### src/rtl/pidhc_pkg.sv
// pidhc_pkg: shared widths, constants and codes for the heat/cool pid drive
// no dependencies; imported by every rtl module of the block
`timescale 1ns / 1ps

package pidhc_pkg;

	// field widths
	localparam int TEMP_W     = 16;
	localparam int SETPOINT_W = 14;
	localparam int GAIN_W     = 24;
	localparam int CFG_IDX_W  = 2;
	localparam int ERR_W      = 18;
	localparam int INTEG_W    = 16;
	localparam int DERIV_W    = 22;
	localparam int ACC_W      = 49;
	localparam int OUT_W      = 16;
	localparam int MAG_W      = 15;
	localparam int DUTY_W     = 10;

	// register reset values and limits
	localparam logic [SETPOINT_W-1:0] SETPOINT_RESET = SETPOINT_W'(6400);
	localparam logic [SETPOINT_W-1:0] SETPOINT_LOW   = SETPOINT_W'(1280);
	localparam logic [SETPOINT_W-1:0] SETPOINT_HIGH  = SETPOINT_W'(11520);
	localparam logic signed [GAIN_W-1:0] GAIN_P_RESET = GAIN_W'(1966080);
	localparam logic signed [GAIN_W-1:0] GAIN_I_RESET = GAIN_W'(5243);
	localparam logic signed [GAIN_W-1:0] GAIN_D_RESET = GAIN_W'(131072);

	localparam int INTEG_LIMIT = 25600;
	localparam int OUT_LIMIT   = 25600;
	localparam int ROUND_BIAS  = 32768;
	localparam int FRAC_BITS   = 16;

	// x/5 as (x*52429)>>18, exact below 2^18
	localparam logic [15:0] DIV5_MUL   = 16'd52429;
	localparam int          DIV5_SHIFT = 18;

	// x/25600 as ((x>>10)*ceil(2^30/25))>>30
	localparam int          SCALE_SHIFT = 10;
	localparam logic [25:0] DIV25_MUL   = 26'd42949673;
	localparam int          DIV25_SHIFT = 30;
	localparam int          DIV25_MUL_W = 26;

	localparam int DUTY_MAX          = 1023;
	localparam int PWM_STEPS_DEFAULT = 1000;

	typedef enum logic [CFG_IDX_W-1:0] {
		REG_SETPOINT = 2'd0,
		REG_GAIN_P   = 2'd1,
		REG_GAIN_I   = 2'd2,
		REG_GAIN_D   = 2'd3
	} cfg_reg_t;

	typedef enum logic [1:0] {
		MODE_OFF  = 2'd0,
		MODE_HEAT = 2'd1,
		MODE_COOL = 2'd2
	} drive_mode_t;

	// load strobes for each pipeline stage
	typedef struct packed {
		logic s1;
		logic s2;
		logic s3;
		logic s4;
		logic s5;
	} pipe_en_t;

endpackage

### src/rtl/pidhc_mac.sv
// pidhc_mac: three gain products, rounded sum and output saturation
// depends on pidhc_pkg; fed by pidhc_front, feeds pidhc_duty
`timescale 1ns / 1ps

module pidhc_mac import pidhc_pkg::*; (
	input  logic                        clk,
	input  pipe_en_t                    en,
	input  logic signed [ERR_W-1:0]     err_s1,
	input  logic signed [INTEG_W-1:0]   integ_s1,
	input  logic signed [DERIV_W-1:0]   deriv_s1,
	input  logic signed [GAIN_W-1:0]    gain_p,
	input  logic signed [GAIN_W-1:0]    gain_i,
	input  logic signed [GAIN_W-1:0]    gain_d,
	output logic signed [OUT_W-1:0]     u_s3,
	output logic [MAG_W-1:0]            mag_s3
);

	localparam int PP_W = GAIN_W + ERR_W;
	localparam int PI_W = GAIN_W + INTEG_W;
	localparam int PD_W = GAIN_W + DERIV_W;

	logic signed [PP_W-1:0]   prod_p_s2;
	logic signed [PI_W-1:0]   prod_i_s2;
	logic signed [PD_W-1:0]   prod_d_s2;

	logic signed [ACC_W-1:0]  acc;
	logic signed [ACC_W-1:0]  shifted;
	logic signed [OUT_W-1:0]  u_sat;

	always_ff @(posedge clk) begin
		if (en.s2) begin
			prod_p_s2 <= gain_p * err_s1;
			prod_i_s2 <= gain_i * integ_s1;
			prod_d_s2 <= gain_d * deriv_s1;
		end
	end

	always_comb begin
		acc = ACC_W'(prod_p_s2) + ACC_W'(prod_i_s2) + ACC_W'(prod_d_s2)
			+ ACC_W'(ROUND_BIAS);
		shifted = acc >>> FRAC_BITS;
		if (shifted > OUT_LIMIT) begin
			u_sat = OUT_W'(OUT_LIMIT);
		end else if (shifted < -OUT_LIMIT) begin
			u_sat = OUT_W'(-OUT_LIMIT);
		end else begin
			u_sat = OUT_W'(shifted);
		end
	end

	always_ff @(posedge clk) begin
		if (en.s3) begin
			u_s3   <= u_sat;
			mag_s3 <= u_sat[OUT_W-1] ? MAG_W'(-u_sat) : MAG_W'(u_sat);
		end
	end

endmodule

### config.mk
export PLATFORM = sky130hd
export DESIGN_NAME = pidhc_mac
export DESIGN_NICKNAME = d
export VERILOG_FILES = /design/src/rtl/pidhc_pkg.sv /design/src/rtl/pidhc_mac.sv
export SDC_FILE = /design/constraint.sdc
export NUM_CORES = 2
export LEC_CHECK = 0
export ABC_AREA = 1
export BUFFER_PORTS_ARGS = -buffer_cell sky130_fd_sc_hd__buf_2
export CELL_PAD_IN_SITES_DETAIL_PLACEMENT = 0
export CELL_PAD_IN_SITES_GLOBAL_PLACEMENT = 1
export CORE_ASPECT_RATIO = 1.4
export CORE_MARGIN = 2
export CORE_UTILIZATION = 30
export CTS_CLUSTER_SIZE = 14
export DETAILED_ROUTE_END_ITERATION = 8
export PLACE_DENSITY_LB_ADDON = 0.2
export SETUP_SLACK_MARGIN = 0.02
export SYNTH_ARGS = -nofsm -noshare
export SYNTH_HDL_FRONTEND = slang
export SYNTH_SLANG_ARGS = --single-unit
### constraint.sdc
create_clock -name clk -period 6.8 [get_ports clk]
set_input_delay 0 -clock clk [delete_from_list [all_inputs] [get_ports clk]]
set_output_delay 0 -clock clk [all_outputs]
set_load 0.05 [all_outputs]
Word-level counts from Yosys, hierarchy flattened
Cells that the tools add are included.
W data, S select, Z words.
{"block": "word_totals", "register_bits": 159, "wordCells": 17}
{"block": "op_classes", "addsub": 4, "n_mul": 3, "n_mux": 3, "order_cmp": 2}
{"operator": "$add A47 B17 Y48 const B", "count": 1}
{"operator": "$add A43 B46 Y47", "count": 1}
{"operator": "$mul A24 B22 Y46", "count": 1}
{"operator": "$add A42 B40 Y43", "count": 1}
{"operator": "$mul A24 B18 Y42", "count": 1}
{"operator": "$mul A24 B16 Y40", "count": 1}
{"operator": "$gt A32 B16 Y1 const B", "count": 1}
{"operator": "$lt A32 B16 Y1 const B", "count": 1}
{"operator": "$mux W16", "count": 2}
{"operator": "$mux W15", "count": 1}
{"operator": "$neg A15 Y15", "count": 1}

Depth between registers and ports, before layout
{"block": "logic_depth", "depth_word": 8, "depth_mapped": 36, "mapped_depth_nobuf": 35}

Worst setup path after synthesis
OpenSTA, ideal clock, no wires.
{"block": "synth_path", "kind": "input to register", "from": "input deriv_s1[7]", "to": "register prod_d_s2[42], data pin", "arrival_time_ps": 6086, "n_path_buf": 1, "cell_stages": 30, "path_slack_ps": 449, "required_time_ps": 6534, "cell_sequence": "clkbuf_1 -> nand2_1 -> fa_1 -> fa_1 -> inv_1 -> fa_1 -> inv_1 -> fa_1 -> inv_1 -> fa_1 -> fa_1 -> inv_1 -> fa_1 -> inv_1 -> ha_1 -> a21oi_1 -> o21ai_0 -> a21oi_1 -> nand2_1 -> a21oi_1 -> inv_1 -> a21oi_1 -> o21ai_0 -> nand2_1 -> nand2_1 -> a21oi_1 -> inv_1 -> nand3_1 -> o2111ai_1 -> xor2_1"}
{"block": "synth_between", "elab_chain_cells": 1}
{"item": "from (decl)", "line": "pidhc_mac.sv:10", "rtl": "input logic signed [DERIV_W-1:0] deriv_s1,"}
{"item": "$mul A24 B22 Y46", "line": "pidhc_mac.sv:34", "rtl": "prod_d_s2 <= gain_d * deriv_s1;"}
{"item": "to (signal assigned)", "line": "pidhc_mac.sv:34"}
{"item": "to (decl)", "line": "pidhc_mac.sv:24", "rtl": "logic signed [PD_W-1:0] prod_d_s2;"}
No other way between the ends.
A chain may end at the register's enable or synchronous reset.

Worst setup path in the final report
{"block": "layout_path", "from": "input deriv_s1[2]", "to": "register prod_d_s2[43], data pin"}
The elaborated chain is that of the path after synthesis.

==> flow_summary.ini <==
[critical_path]
reg2reg_depth = 30
cp.required_ns = 7.01
slowest_stage = fa_1
worstSetupPathType = input port to flip-flop
cp_common_cell = nand2_1
path_buf_inv = 7
startpoint_type = input port
crit_family = adder cells
cpPeakStageDelay_ns = 0.54
crit_fanout = 12
reg2reg_slack_ns = 1.00
end_kind = flip-flop
arrival_ns = 6.48
r2r_end = mag_s3[14]
r2r_start = prod_p_s2[25]

[synth]
yosysTopAreaCell = fa_1
synth_top_area_frac = 0.465
syn-cell-area_um2 = 59700
synth_xor_area_frac = 0.0234
synth.mux.area_fraction = 0
synth_edf_count = 158
yosysMostFrequentCell = inv_1
synthSimpleGateAreaFrac = 0.149
syn-instance-count = 7282
synthesis.nets = 9234
synth_cell_type_count = 54
synth-async-reset-ratio = 0
synth_area_per_cell_um2 = 8.20
ys_ff_latch = 158
synth.area.top_cells = fa_1, inv_1, nand2_1, ha_1, edfxtp_1
synthAdderAreaFrac = 0.555
yosysSeqAreaShare = 0.0795
synth_compound_area_frac = 0.0318
synth_top_family_by_area = adder cells
synthFlopType = edfxtp_1
synth_common_cells = inv_1, nand2_1, fa_1, ha_1, clkbuf_1
yosysWarnings = 0

[grt]
track_usage = 0.178
grt_max_degree = 70
grt_pass1_wl_mm = 281
first_global_vias = 49500
antenna_found_initial = 1
overflow = 0

[clock_tree]
htree_num_levels = 4
clock_latency_ns = 0.46
clock-root-buffer = clkbuf_16
cts_resized = 0
post_cts_buffers = 0
clkTransAtPathRegs_ns = 0.07
cts_hold_buf = 0
cts_tree = done
numCtsBuffers = 17
numClockSinks = 158
cts_max_path_buffers = 2

[routing]
drc = 0
drt_wl_total_mm = 176
via_per_inst = 4.38
detail-route-antenna-nets = 0
drt-pass1-iter-count = 7
drtIter0Drc = 1803
wl_per_cell_um = 17.4
vias = 44100

[placed_design]
port_buffers = 161
pre_cts_slack_ns = -0.0359
place_hpwl_mm = 156
gp_congestion = 0.857
placed_area_um2 = 64500

[layout]
area_delta_synth_final_pct = 8.97
nets = 9391
postLayoutCellArea_um2 = 65000
nFillCells = 21300
drive_gt1_frac = 0.0651
antenna_cells = 0

[sta]
setup_violations = 0
hold_viol = 0
tightest_slew_ns = 0.951
fmax_mhz = 159
slew_violations = 0
post-route-period-util = 0.923
rsz0062_at_grt = false
post-route-min-period_ns = 6.27
clock_skew_ns = 0.0102
layout_setup_ws_ns = 0.527
tns_ns = 0
relSlewSlack = 0.366

[outcome]
outcome = finished clean

[die]
core-area_um2 = 198000
initial_core_util = 0.302
num_io_pins = 165
rows = 193
die_y_um = 532
die_w_um = 381
die_area_um2 = 203000

[job]
max_cap_violations = 0

[worst_hold_path]
hp-start = gain_i[0]
hp-class = input port to flip-flop
whs_endpoint = prod_i_s2[0]
holdPathStages = 3
## cells by family (layout without fill, tap and decap cells)
group | count (synthesis) | in the layout
XOR/XNOR | 157 | 157
adder cells (fa/ha/maj) | 1818 | 1818
AO/OA/AOI/OAI | 335 | 335
buffers and inverters | 2555 | 2725
AND/OR/NAND/NOR | 2259 | 2259
flip-flops | 158 | 158
## cells in the final DEF, fill, tap and decap left out, drive strengths merged, types with 5 or more instances in the layout
cell	instances
inv	2314
nand2	1861
fa	1385
ha	433
buf	380
nor2	219
a21oi	175
edfxtp	158
nand3	84
xor2	80
o21ai	79
xnor2	77
or2	45
clkbuf	21
nand4	20
a31oi	15
nor3	14
o21a	13
o21bai	13
o211ai	11
nand3b	7
a21boi	7
a21o	5
clkinv	5
## registers in the layout, summed over array words and instances, names as in the netlist
name and cells:
mag_s3 14, prod_d_s2 46, prod_i_s2 40, prod_p_s2 42, u_s3 16
## area by class of cell
| class | count | area, um^2 | share of cell area |
|---|---|---|---|
| Multi-Input combinational cell | 4569 | 45300 | 0.697 |
| Tap cell | 2632 | 3290 | 0.0506 |
| Clock buffer | 21 | 440 | 0.00677 |
| Timing Repair Buffer | 380 | 2450 | 0.0377 |
| Clock inverter | 11 | 109 | 0.00167 |
| Sequential cell | 158 | 4740 | 0.0730 |
| Inverter | 2313 | 8680 | 0.133 |
## per-stage QoR
step	instances	hold slack (ns)	util
after detailed placement	10100	0.538	0.326
after global routing	10100	0.0839	0.329
final	10100	0.0748	0.329
after global placement	10100	0.538	0.326
after CTS	10100	0.0515	0.329
after floorplan	7282	0.112	-
## worst min-delay path: stages
cell,delay [ns]
buf_2,0.22
nand2_1,0.11
inv_1,0.04
## per-layer routing
metal | global-route usage | vias up | routed length, um
li1 | - | 20800 | -
met1 | 0.207 | 22500 | 69000
met2 | 0.356 | 652 | 99800
met3 | 0.00771 | 151 | 3000
met4 | 0.0353 | 0 | 3750
met5 | 0 | - | 0
## worst max path at each step
stage / start / endpoint / cells past startpoint
finish: deriv_s1[2] / prod_d_s2[43] / 31
CTS: deriv_s1[5] / prod_d_s2[43] / 33
floorplan: deriv_s1[7] / prod_d_s2[42] / 30
global route: deriv_s1[5] / prod_d_s2[45] / 30
detailed placement: deriv_s1[5] / prod_d_s2[43] / 33
global placement: deriv_s1[5] / prod_d_s2[43] / 33
Power is not shown: default switching activity piles up to over one toggle a cycle in this logic, so the estimate is an artifact.
