==> src/rtl/pidhc_pkg.sv <==
// pidhc_pkg: shared widths, constants and codes for the heat/cool pid drive
// no dependencies; imported by every rtl module of the block
`timescale 1ns / 1ps

package pidhc_pkg;

	// field widths
	localparam int TEMP_W     = 16;
	localparam int SETPOINT_W = 14;
	localparam int GAIN_W     = 24;
	localparam int CFG_IDX_W  = 2;
	localparam int ERR_W      = 18;
	localparam int INTEG_W    = 16;
	localparam int DERIV_W    = 22;
	localparam int ACC_W      = 49;
	localparam int OUT_W      = 16;
	localparam int MAG_W      = 15;
	localparam int DUTY_W     = 10;

	// register reset values and limits
	localparam logic [SETPOINT_W-1:0] SETPOINT_RESET = SETPOINT_W'(6400);
	localparam logic [SETPOINT_W-1:0] SETPOINT_LOW   = SETPOINT_W'(1280);
	localparam logic [SETPOINT_W-1:0] SETPOINT_HIGH  = SETPOINT_W'(11520);
	localparam logic signed [GAIN_W-1:0] GAIN_P_RESET = GAIN_W'(1966080);
	localparam logic signed [GAIN_W-1:0] GAIN_I_RESET = GAIN_W'(5243);
	localparam logic signed [GAIN_W-1:0] GAIN_D_RESET = GAIN_W'(131072);

	localparam int INTEG_LIMIT = 25600;
	localparam int OUT_LIMIT   = 25600;
	localparam int ROUND_BIAS  = 32768;
	localparam int FRAC_BITS   = 16;

	// x/5 as (x*52429)>>18, exact below 2^18
	localparam logic [15:0] DIV5_MUL   = 16'd52429;
	localparam int          DIV5_SHIFT = 18;

	// x/25600 as ((x>>10)*ceil(2^30/25))>>30
	localparam int          SCALE_SHIFT = 10;
	localparam logic [25:0] DIV25_MUL   = 26'd42949673;
	localparam int          DIV25_SHIFT = 30;
	localparam int          DIV25_MUL_W = 26;

	localparam int DUTY_MAX          = 1023;
	localparam int PWM_STEPS_DEFAULT = 1000;

	typedef enum logic [CFG_IDX_W-1:0] {
		REG_SETPOINT = 2'd0,
		REG_GAIN_P   = 2'd1,
		REG_GAIN_I   = 2'd2,
		REG_GAIN_D   = 2'd3
	} cfg_reg_t;

	typedef enum logic [1:0] {
		MODE_OFF  = 2'd0,
		MODE_HEAT = 2'd1,
		MODE_COOL = 2'd2
	} drive_mode_t;

	// load strobes for each pipeline stage
	typedef struct packed {
		logic s1;
		logic s2;
		logic s3;
		logic s4;
		logic s5;
	} pipe_en_t;

endpackage

==> src/rtl/pidhc_front.sv <==
// pidhc_front: configuration registers, error, clamped integral and derivative
// depends on pidhc_pkg; feeds pidhc_mac
`timescale 1ns / 1ps

module pidhc_front import pidhc_pkg::*; (
	input  logic                        clk,
	input  logic                        arst_n,
	input  logic                        cfg_wr_en,
	input  logic [CFG_IDX_W-1:0]        cfg_index,
	input  logic [GAIN_W-1:0]           cfg_data,
	input  pipe_en_t                    en,
	input  logic signed [TEMP_W-1:0]    measured_temp,
	output logic signed [ERR_W-1:0]     err_s1,
	output logic signed [INTEG_W-1:0]   integ_s1,
	output logic signed [DERIV_W-1:0]   deriv_s1,
	output logic signed [GAIN_W-1:0]    gain_p_q,
	output logic signed [GAIN_W-1:0]    gain_i_q,
	output logic signed [GAIN_W-1:0]    gain_d_q
);

	logic [SETPOINT_W-1:0]      setpoint_q;
	logic signed [INTEG_W-1:0]  integral_q;
	logic signed [ERR_W-1:0]    last_error_q;

	logic signed [ERR_W-1:0]    err;
	logic [ERR_W-2:0]           mag_e;
	logic [ERR_W-2:0]           mag_r;
	logic [32:0]                div_prod;
	logic [14:0]                inc_mag;
	logic signed [INTEG_W:0]    inc_s;
	logic signed [INTEG_W:0]    integ_raw;
	logic signed [INTEG_W-1:0]  integ;
	logic signed [ERR_W:0]      diff;
	logic signed [DERIV_W-1:0]  diff_x;
	logic signed [DERIV_W-1:0]  deriv;
	logic [SETPOINT_W-1:0]      sp_new;

	assign sp_new = cfg_data[SETPOINT_W-1:0];

	always_comb begin
		err = $signed(ERR_W'(setpoint_q)) - ERR_W'(measured_temp);
		mag_e = err[ERR_W-1] ? (ERR_W-1)'(-err) : (ERR_W-1)'(err);
		// increment is e/5 rounded, symmetric about zero
		mag_r = mag_e + (ERR_W-1)'(2);
		div_prod = 33'(mag_r) * 33'(DIV5_MUL);
		inc_mag = 15'(div_prod >> DIV5_SHIFT);
		inc_s = err[ERR_W-1] ? -$signed({2'b00, inc_mag}) : $signed({2'b00, inc_mag});
		integ_raw = (INTEG_W+1)'(integral_q) + inc_s;
		if (integ_raw > INTEG_LIMIT) begin
			integ = INTEG_W'(INTEG_LIMIT);
		end else if (integ_raw < -INTEG_LIMIT) begin
			integ = INTEG_W'(-INTEG_LIMIT);
		end else begin
			integ = INTEG_W'(integ_raw);
		end
		diff = (ERR_W+1)'(err) - (ERR_W+1)'(last_error_q);
		diff_x = DERIV_W'(diff);
		deriv = (diff_x <<< 2) + diff_x;
	end

	always_ff @(posedge clk or negedge arst_n) begin
		if (!arst_n) begin
			setpoint_q   <= SETPOINT_RESET;
			gain_p_q     <= GAIN_P_RESET;
			gain_i_q     <= GAIN_I_RESET;
			gain_d_q     <= GAIN_D_RESET;
			integral_q   <= '0;
			last_error_q <= '0;
		end else if (cfg_wr_en) begin
			case (cfg_reg_t'(cfg_index))
				REG_SETPOINT: begin
					if (sp_new inside {[SETPOINT_LOW:SETPOINT_HIGH]}) begin
						setpoint_q   <= sp_new;
						integral_q   <= '0;
						last_error_q <= '0;
					end
				end
				REG_GAIN_P: begin
					gain_p_q     <= cfg_data;
					integral_q   <= '0;
					last_error_q <= '0;
				end
				REG_GAIN_I: begin
					gain_i_q     <= cfg_data;
					integral_q   <= '0;
					last_error_q <= '0;
				end
				REG_GAIN_D: begin
					gain_d_q     <= cfg_data;
					integral_q   <= '0;
					last_error_q <= '0;
				end
				default: begin
				end
			endcase
		end else if (en.s1) begin
			integral_q   <= integ;
			last_error_q <= err;
		end
	end

	always_ff @(posedge clk) begin
		if (en.s1) begin
			err_s1   <= err;
			integ_s1 <= integ;
			deriv_s1 <= deriv;
		end
	end

endmodule

==> config.mk <==
export PLATFORM = sky130hd
export DESIGN_NAME = pidhc_front
export DESIGN_NICKNAME = d
export VERILOG_FILES = /design/src/rtl/pidhc_pkg.sv /design/src/rtl/pidhc_front.sv
export SDC_FILE = /design/constraint.sdc
export NUM_CORES = 1
export LEC_CHECK = 0
export ABC_CLOCK_PERIOD_IN_PS = 31100
export BUFFER_PORTS_ARGS = -buffer_cell sky130_fd_sc_hd__buf_2
export CORE_UTILIZATION = 60
export CTS_CLUSTER_SIZE = 24
export DETAILED_ROUTE_END_ITERATION = 6
export PLACE_DENSITY = 0.83
export SYNTH_ARGS = -nofsm -noshare
export SYNTH_HDL_FRONTEND = slang
export SYNTH_SLANG_ARGS = --single-unit
==> constraint.sdc <==
create_clock -name clk -period 31.1 [get_ports clk]
set_input_delay 6.22 -clock clk [delete_from_list [all_inputs] [get_ports clk]]
set_output_delay 6.22 -clock clk [all_outputs]
set_load 0.01 [all_outputs]
Yosys cells after proc, flatten, opt, wreduce, memory -nomap -nowiden
Index checks and enable logic that the tools add are counted.
{"block": "word_totals", "ff_bits": 175, "input_bits": 50}
{"block": "op_classes", "addsub": 7, "multipliers": 1, "magnitude_cmp": 4, "n_eq_ne": 4, "mux": 12, "reduce_logical": 9}
{"operator": "$mux 16", "n": 5}
{"operator": "$mux 18", "n": 3}
{"operator": "$pmux 18 s2", "n": 1}
{"operator": "$mux 17", "n": 2}
{"operator": "$mul 17x16->33 const B", "n": 1}
{"operator": "$pmux 16 s2", "n": 1}
{"operator": "$add 21x19->22", "n": 1}
{"operator": "$sub 17x18->19", "n": 1}
{"operator": "$add 16x17->17", "n": 1}
{"operator": "$add 17x2->17 const B", "n": 1}
{"operator": "$gt 17x16->1 const B", "n": 1}
{"operator": "$lt 17x16->1 const B", "n": 1}
{"operator": "$neg 15->17", "n": 1}
{"operator": "$neg 17->17", "n": 1}
{"operator": "$sub 15x16->17", "n": 1}
{"operator": "$ge 14x11->1 const B", "n": 1}
{"operator": "$le 14x14->1 const B", "n": 1}
{"operator": "$reduce_and 2->1", "n": 4}
{"operator": "$eq 2x2->1 const B", "n": 2}
{"operator": "$ne 3x3->1 const B", "n": 1}
{"operator": "$reduce_and 3->1", "n": 1}
{"operator": "$reduce_or 3->1", "n": 1}
{"operator": "$eq 2x1->1 const B", "n": 1}
{"operator": "$logic_not 2->1", "n": 1}
{"operator": "other kinds (2)", "n": 2}

Logic depth before layout (Yosys ltp)
Gate-level depths: netlist of the first run.
{"block": "depth", "word_depth": 13, "mapped_depth": 54}

Worst setup path after synthesis of the first run
Ideal clock, no wire load.
{"block": "synth_path", "kind": "input to register", "startpoint": "in measured_temp[0]", "endpoint": "reg integ_s1[9] (data pin)", "setup_time_ps": 270, "t_arrival_ps": 18034, "path_slack_ps": 12797, "stages": 51, "n_path_buf": 4, "cell_sequence": "ha_1 -> fa_1 -> nor2b_1 -> o31a_1 -> o31a_1 -> o2111ai_1 -> a31oi_1 -> o22a_1 -> clkbuf_1 -> clkbuf_1 -> nor2_1 -> xnor2_1 -> ha_1 -> inv_1 -> nor4_1 -> a31o_2 -> a211oi_1 -> a21oi_1 -> [... 15 more ...] -> o311ai_1 -> or4b_1 -> nor2_1 -> nand3_1 -> nor4_1 -> a2bb2oi_1 -> o22ai_1 -> xnor2_1 -> ha_1 -> a2111o_1 -> nor3_1 -> o31ai_1 -> a21oi_1 -> xnor2_1 -> xnor2_4 -> mux2i_1 -> buf_6 -> nor2_1"}
{"block": "synth_between", "elab_chain_cells": 11}
{"item": "from (decl)", "line": "pidhc_front.sv:12", "source": "input logic signed [TEMP_W-1:0] measured_temp,"}
{"item": "$sub 15x16->17 *", "line": "pidhc_front.sv:41", "source": "err = $signed(ERR_W'(setpoint_q)) - ERR_W'(measured_temp);"}
{"item": "$neg 17->17", "line": "pidhc_front.sv:42", "source": "mag_e = err[ERR_W-1] ? (ERR_W-1)'(-err) : (ERR_W-1)'(err);"}
{"item": "$mux 17", "line": "pidhc_front.sv:42"}
{"item": "$add 17x2->17", "line": "pidhc_front.sv:44", "source": "mag_r = mag_e + (ERR_W-1)'(2);"}
{"item": "$mul 17x16->33", "line": "pidhc_front.sv:45", "source": "div_prod = 33'(mag_r) * 33'(DIV5_MUL);"}
{"item": "$neg 15->17", "line": "pidhc_front.sv:47", "source": "inc_s = err[ERR_W-1] ? -$signed({2'b00, inc_mag}) : $signed({2'b00, inc_mag});"}
{"item": "$mux 17 *", "line": "pidhc_front.sv:47"}
{"item": "$add 16x17->17 *", "line": "pidhc_front.sv:48", "source": "integ_raw = (INTEG_W+1)'(integral_q) + inc_s;"}
{"item": "$lt 17x16->1", "line": "pidhc_front.sv:51", "source": "end else if (integ_raw < -INTEG_LIMIT) begin"}
{"item": "$mux 16", "line": "pidhc_front.sv:51"}
{"item": "$mux 16 *", "line": "pidhc_front.sv:49", "source": "if (integ_raw > INTEG_LIMIT) begin"}
{"item": "net integ[9]", "line": "pidhc_front.sv:32", "source": "logic signed [INTEG_W-1:0] integ;"}
{"item": "to (signal assigned)", "line": "pidhc_front.sv:105", "source": "integ_s1 <= integ;"}
{"item": "to (decl)", "line": "pidhc_front.sv:14", "source": "output logic signed [INTEG_W-1:0] integ_s1,"}
The timed path passes the listed nets; every way through them passes the cells marked *.
A chain may end at the register's enable or synchronous reset.

Worst setup path after layout of the first run
{"block": "layout_path", "startpoint": "in measured_temp[0]", "endpoint": "reg integ_s1[0] (data pin)"}
The elaborated chain is that of the path after synthesis.

==> results of run 1 <==
## critical path: cells and delay by family
family	cells	cell delay, ns
compound gates	17	3.78
xor+xnor	4	1.45
fa+ha+maj	11	4.75
buf+inv	4	0.97
mux	1	0.47
simple gates	10	2.75
## cells by family (layout without fill, tap and decap cells)
group	count (synthesis)	in the layout
buffers and inverters	244	428
XOR/XNOR	107	107
adder cells (fa/ha/maj)	294	294
multiplexers	86	86
flip-flops	174	174
AO/OA/AOI/OAI	295	295
AND/OR/NAND/NOR	319	319
other	2	7
## stage by stage
step           hold slack, ns  worst slack, ns  area [sq um]  cells
2_1_floorplan          0.4387            12.80         15450   1526
3_3_place_gp           0.4503            11.05         16670   2008
3_5_place_dp           0.4578            10.79         16670   2008
4_1_cts                0.4744            11.18         17320   2040
5_1_grt                0.5072            10.04         17320   2040
6_report               0.4700            10.89         17320   2040
## placed cells by master, fill, tap and decap left out, types with 17 or more instances in the layout
master and count:
inv_1 210, ha_1 204, buf_2 172, dfrtp_1 103, fa_1 86, nor2_1 84, mux2_2 83, xnor2_1 78
nand2_1 77, a21oi_1 73, o21ai_0 61, edfxtp_1 55, nand3_1 30, xor2_1 26, nor3_1 24, o31ai_1 21
nor2b_1 19, clkbuf_16 17
## worst max path at each step
stage / start / endpoint / slack [ns] / cells past startpoint
floorplan: measured_temp[0] / integ_s1[9] / 12.80 / 51
global placement: measured_temp[0] / integ_s1[0] / 11.05 / 48
detailed placement: measured_temp[0] / integ_s1[0] / 10.79 / 47
CTS: measured_temp[0] / integ_s1[0] / 11.18 / 47
global route: measured_temp[0] / integ_s1[0] / 10.04 / 47
finish: measured_temp[0] / integ_s1[0] / 10.89 / 47
## registers in the layout, summed over array words and instances (netlist names)
name / flops
err_s1: 17
integral_q: 16
last_error_q: 17
integ_s1: 16
setpoint_q: 14
gain_d_q: 24
gain_p_q: 24
deriv_s1: 22
gain_i_q: 24
## per-layer routing
metal | vias to the layer above | routed length, um | track usage
met2 | 406 | 18050 | 0.5078
met4 | 0 | 1009 | 0.1089
li1 | 5654 | - | -
met3 | 74 | 2205 | 0.05755
met5 | - | 0 | 0
met1 | 5784 | 15230 | 0.3707
## cell type report
type | instances | area [sq um] | area share
clock buffers | 17 | 425.4 | 0.02456
clock inverters | 15 | 217.7 | 0.01257
inverters | 212 | 795.8 | 0.04595
repair buffers | 184 | 950.9 | 0.05491
flip-flops and latches | 174 | 4649 | 0.2685
well taps | 330 | 412.9 | 0.02384
multi-input cells | 1108 | 9866 | 0.5697
==> flow_summary.json, run 1 <==
{
  "crit_type": "input port to register",
  "rrSetupSlack_ns": 16.39,
  "clk_latency_ns": 0.45,
  "grt_pass1_vias": 12450,
  "max-cap-violations": 0,
  "place.gp.congestion": 0.9135,
  "synth_xor_area_frac": 0.06293,
  "initial_core_util": 0.6127,
  "ys_ff_latch": 174,
  "max_freq_ghz": 0.04948,
  "synth_seq_area_share": 0.3014,
  "synthMuxAreaShare": 0.06253,
  "fp-row-count": 58,
  "grt_max_degree": 74,
  "wl_mm": 36.49,
  "coreArea_sq_um": 25180,
  "synth_top_family_by_area": "adder cells",
  "cts_buffers": 17,
  "ys_warn_count": 0,
  "io_buffers": 173,
  "endpoint_kind": "register",
  "route.vias.total": 11920,
  "maxSlewHeadroom": 0.1884,
  "synthToLayoutAreaGrowth_pct": 12.25,
  "layout_min_cycle_time_ns": 20.21,
  "crit_top_cell": "fa_1",
  "synth.most_common_cell": "inv_1",
  "cts.sinks": 174,
  "synth.top_cell.area_share": 0.1671,
  "syn_area_sq_um": 15430,
  "tightestPinTransition_ns": 1.217,
  "grt_antenna_before_repair": 0,
  "finalMaxSlewViolations": 0,
  "yosysTopAreaCell": "dfrtp_1",
  "grt_setup_unrepaired": "false",
  "async_reset_ff_frac": 0.6839,
  "io_pins": 178,
  "drive_above_1_share": 0.2006,
  "nets": 2037,
  "die_area_sq_um": 26360,
  "grt_overflow": 0,
  "nFillCells": 1856,
  "clock_path_buffers": 2,
  "avgSynthCellArea_sq_um": 10.14,
  "fin_util": 0.6877,
  "ys_top_cells_by_count": "inv_1 (210), ha_1 (204), dfrtp_1 (103)",
  "worstPathArrival_ns": 20.41,
  "yosys.area_share.simple": 0.1035,
  "die_y_um": 162.4,
  "die_x_um": 162.4,
  "clk_pin_slew_ns": 0.08,
  "finalHoldViolations": 0,
  "hold_path_depth": 2,
  "ys.flop_type": "dfrtp_1",
  "synthCells": 1521,
  "setup_viol": 0,
  "setup_tns_ns": 0,
  "hold_start": "last_error_q[4]",
  "reg2reg_depth": 47,
  "hold_end": "last_error_q[4]",
  "cts_resized": 0,
  "grt_first_pass_wirelength_mm": 61.61,
  "viasPerCell": 5.842,
  "post-dp-hpwl_mm": 28.67,
  "first_pass_iters": 7,
  "period_share": 0.6499,
  "cts-root-buf": "clkbuf_16",
  "wl_per_cell_um": 17.89,
  "violations": "design-rule violations",
  "synthDistinctLibCells": 87,
  "diodes": 0,
  "grt_usage": 0.2963,
  "drtIter0Drc": 681,
  "rr_startpoint": "setpoint_q[0]",
  "outcome": "finished, violations left",
  "synthAdderAreaFrac": 0.2796,
  "crit_fanout": 26,
  "cts_setup_buffers": 0,
  "tritoncts": "done",
  "crit_path_start_kind": "input port",
  "cts_hold_buf": 0,
  "drt_drc_violations_left": 1,
  "synth_compound_area_frac": 0.1289,
  "synth_edf_count": 55,
  "slowest_stage": "xor2_1",
  "ant_nets": 0,
  "worstReg2RegEnd": "integ_s1[0]",
  "htreeDepth": 4,
  "required_ns": 31.30,
  "netlist_top_cells_area": "dfrtp_1 (17%), ha_1 (17%), fa_1 (11%)",
  "hold_class": "register to register",
  "clock-skew-final_ns": 0.01820,
  "slowest_delay_ns": 0.72
}
Power of run 1 is left out: the tool's default activity adds up to more than one toggle a clock period on the data nets, which glitch-free logic cannot reach.
==> run 2, diff against run 1 <==
--- a/config.mk
+++ b/config.mk
@@ -5,7 +5,7 @@
 export SDC_FILE = /design/constraint.sdc
 export NUM_CORES = 1
 export LEC_CHECK = 0
-export ABC_CLOCK_PERIOD_IN_PS = 31100
+export ABC_CLOCK_PERIOD_IN_PS = 19940
 export BUFFER_PORTS_ARGS = -buffer_cell sky130_fd_sc_hd__buf_2
 export CORE_UTILIZATION = 60
 export CTS_CLUSTER_SIZE = 24
==> constraint.sdc (replaced) <==
create_clock -name clk -period 19.94 [get_ports clk]
set_input_delay 3.988 -clock clk [delete_from_list [all_inputs] [get_ports clk]]
set_output_delay 3.988 -clock clk [all_outputs]
set_load 0.01 [all_outputs]
==> run 2 against run 1 <==
Compared with the run above:
- the flow now finishes without violations
- critical path depth grew 1
- final area is essentially flat
- clock-buffer cell count is the same
- register-to-register slack lost 11 ns
- wire length grew 1.9%
- flip-flop and latch count is the same
- utilization shrank 0.055 points
- first-iteration DRC count grew 16%
- non-clock buffer count is the same
- clock skew shrank 0.0036 ns
- global-route usage is essentially flat
==> flow_summary.json, run 2 (synthesis results as in run 1) <==
{
  "drt_drc_violations_left": 0,
  "crit_path_start_kind": "input port",
  "final_common_cell": "inv_1",
  "setup_viol": 0,
  "grt_pass1_vias": 12400,
  "crit_type": "input port to register",
  "period_share": 0.8822,
  "cts_setup_buffers": 0,
  "grt_usage": 0.2958,
  "io_buffers": 173,
  "slowest_stage": "xor2_1",
  "route.vias.total": 12020,
  "crit_top_cell": "fa_1",
  "required_ns": 20.14,
  "tightestPinTransition_ns": 1.220,
  "finalMaxSlewViolations": 0,
  "die_y_um": 162.4,
  "mostFrequentLayoutCells": "inv_1 (210), ha_1 (204), buf_2 (172), dfrtp_1 (103), fa_1 (86)",
  "layout_min_cycle_time_ns": 17.59,
  "io_pins": 178,
  "hold_class": "register to register",
  "die_x_um": 162.4,
  "diodes": 0,
  "finalHoldViolations": 0,
  "wl_mm": 37.18,
  "nFillCells": 1851,
  "cts.sinks": 174,
  "max-cap-violations": 0,
  "worstPathArrival_ns": 17.79,
  "cts-root-buf": "clkbuf_16",
  "reg_top3": "gain_d_q x24, gain_i_q x24, gain_p_q x24",
  "max_freq_ghz": 0.05685,
  "maxSlewHeadroom": 0.1849,
  "hold_slack_ns": 0.4838,
  "drive_above_1_share": 0.2006,
  "initial_core_util": 0.6127,
  "post-dp-hpwl_mm": 28.61,
  "grt_first_pass_wirelength_mm": 61.35,
  "slowest_delay_ns": 0.69,
  "clock_path_buffers": 2,
  "drtIter0Drc": 789,
  "place.gp.congestion": 0.9228,
  "endpoint_kind": "register",
  "crit_fanout": 26,
  "grt_max_degree": 66,
  "tritoncts": "done",
  "first_pass_iters": 5,
  "ant_nets": 0,
  "nets": 2037,
  "grt_setup_unrepaired": "false",
  "cts_hold_buf": 0,
  "cts_resized": 0,
  "clk_pin_slew_ns": 0.08,
  "clock-skew-final_ns": 0.01464,
  "grt_overflow": 0,
  "fin_util": 0.6872,
  "viasPerCell": 5.890,
  "die_area_sq_um": 26360,
  "clk_latency_ns": 0.45,
  "cts_buffers": 17,
  "grt_antenna_before_repair": 0,
  "fp-row-count": 58,
  "wl_per_cell_um": 18.23,
  "outcome": "finished clean",
  "setup_tns_ns": 0,
  "coreArea_sq_um": 25180,
  "synthToLayoutAreaGrowth_pct": 12.16,
  "htreeDepth": 4
}
[run 2: metrics by stage]
step | instances | worst slack (ns) | cell area [sq um]
after floorplan | 1526 | 3.869 | 15450
after global placement | 2008 | 2.386 | 16670
after detailed placement | 2008 | 2.118 | 16670
after CTS | 2040 | 2.535 | 17300
after global routing | 2040 | 1.569 | 17300
final | 2040 | 2.350 | 17300
[run 2: final timing paths]
kind,startpoint,to,slack (ns),cells past startpoint
min,last_error_q[3],last_error_q[3],0.48,2
min reg2reg,last_error_q[3],last_error_q[3],0.48,2
min in group asynchronous,arst_n,integral_q[12],3.58,1
max reg2reg,setpoint_q[0],integ_s1[2],5.63,48
max in group asynchronous,arst_n,last_error_q[1],15.02,2
max,measured_temp[0],integ_s1[2],2.35,48
[run 2: layout make-up]
class	instances	area (sq um)	area share
Clock buffer	17	425.4	0.02458
Clock inverter	15	203.9	0.01179
Inverter	212	795.8	0.04599
Multi-Input combinational cell	1108	9866	0.5701
Sequential cell	174	4649	0.2687
Tap cell	330	412.9	0.02386
Timing Repair Buffer	184	950.9	0.05495
[run 2: metal layers]
metal,vias up,GRT usage,part of all wire
li1,5648,-,-
met1,5844,0.3647,0.41
met2,436,0.5126,0.50
met3,88,0.05831,0.063
met4,0,0.1089,0.031
met5,-,0,0
[run 2: worst max-delay path: cells and delay by family]
kind,cells,cell delay [ns]
multiplexers,1,0.47
adder cells (fa/ha/maj),11,4.72
buffers and inverters,5,0.77
AND/OR/NAND/NOR,10,2.76
XOR/XNOR,4,1.40
AO/OA/AOI/OAI,17,3.63
Power of run 2 is left out for the same reason.
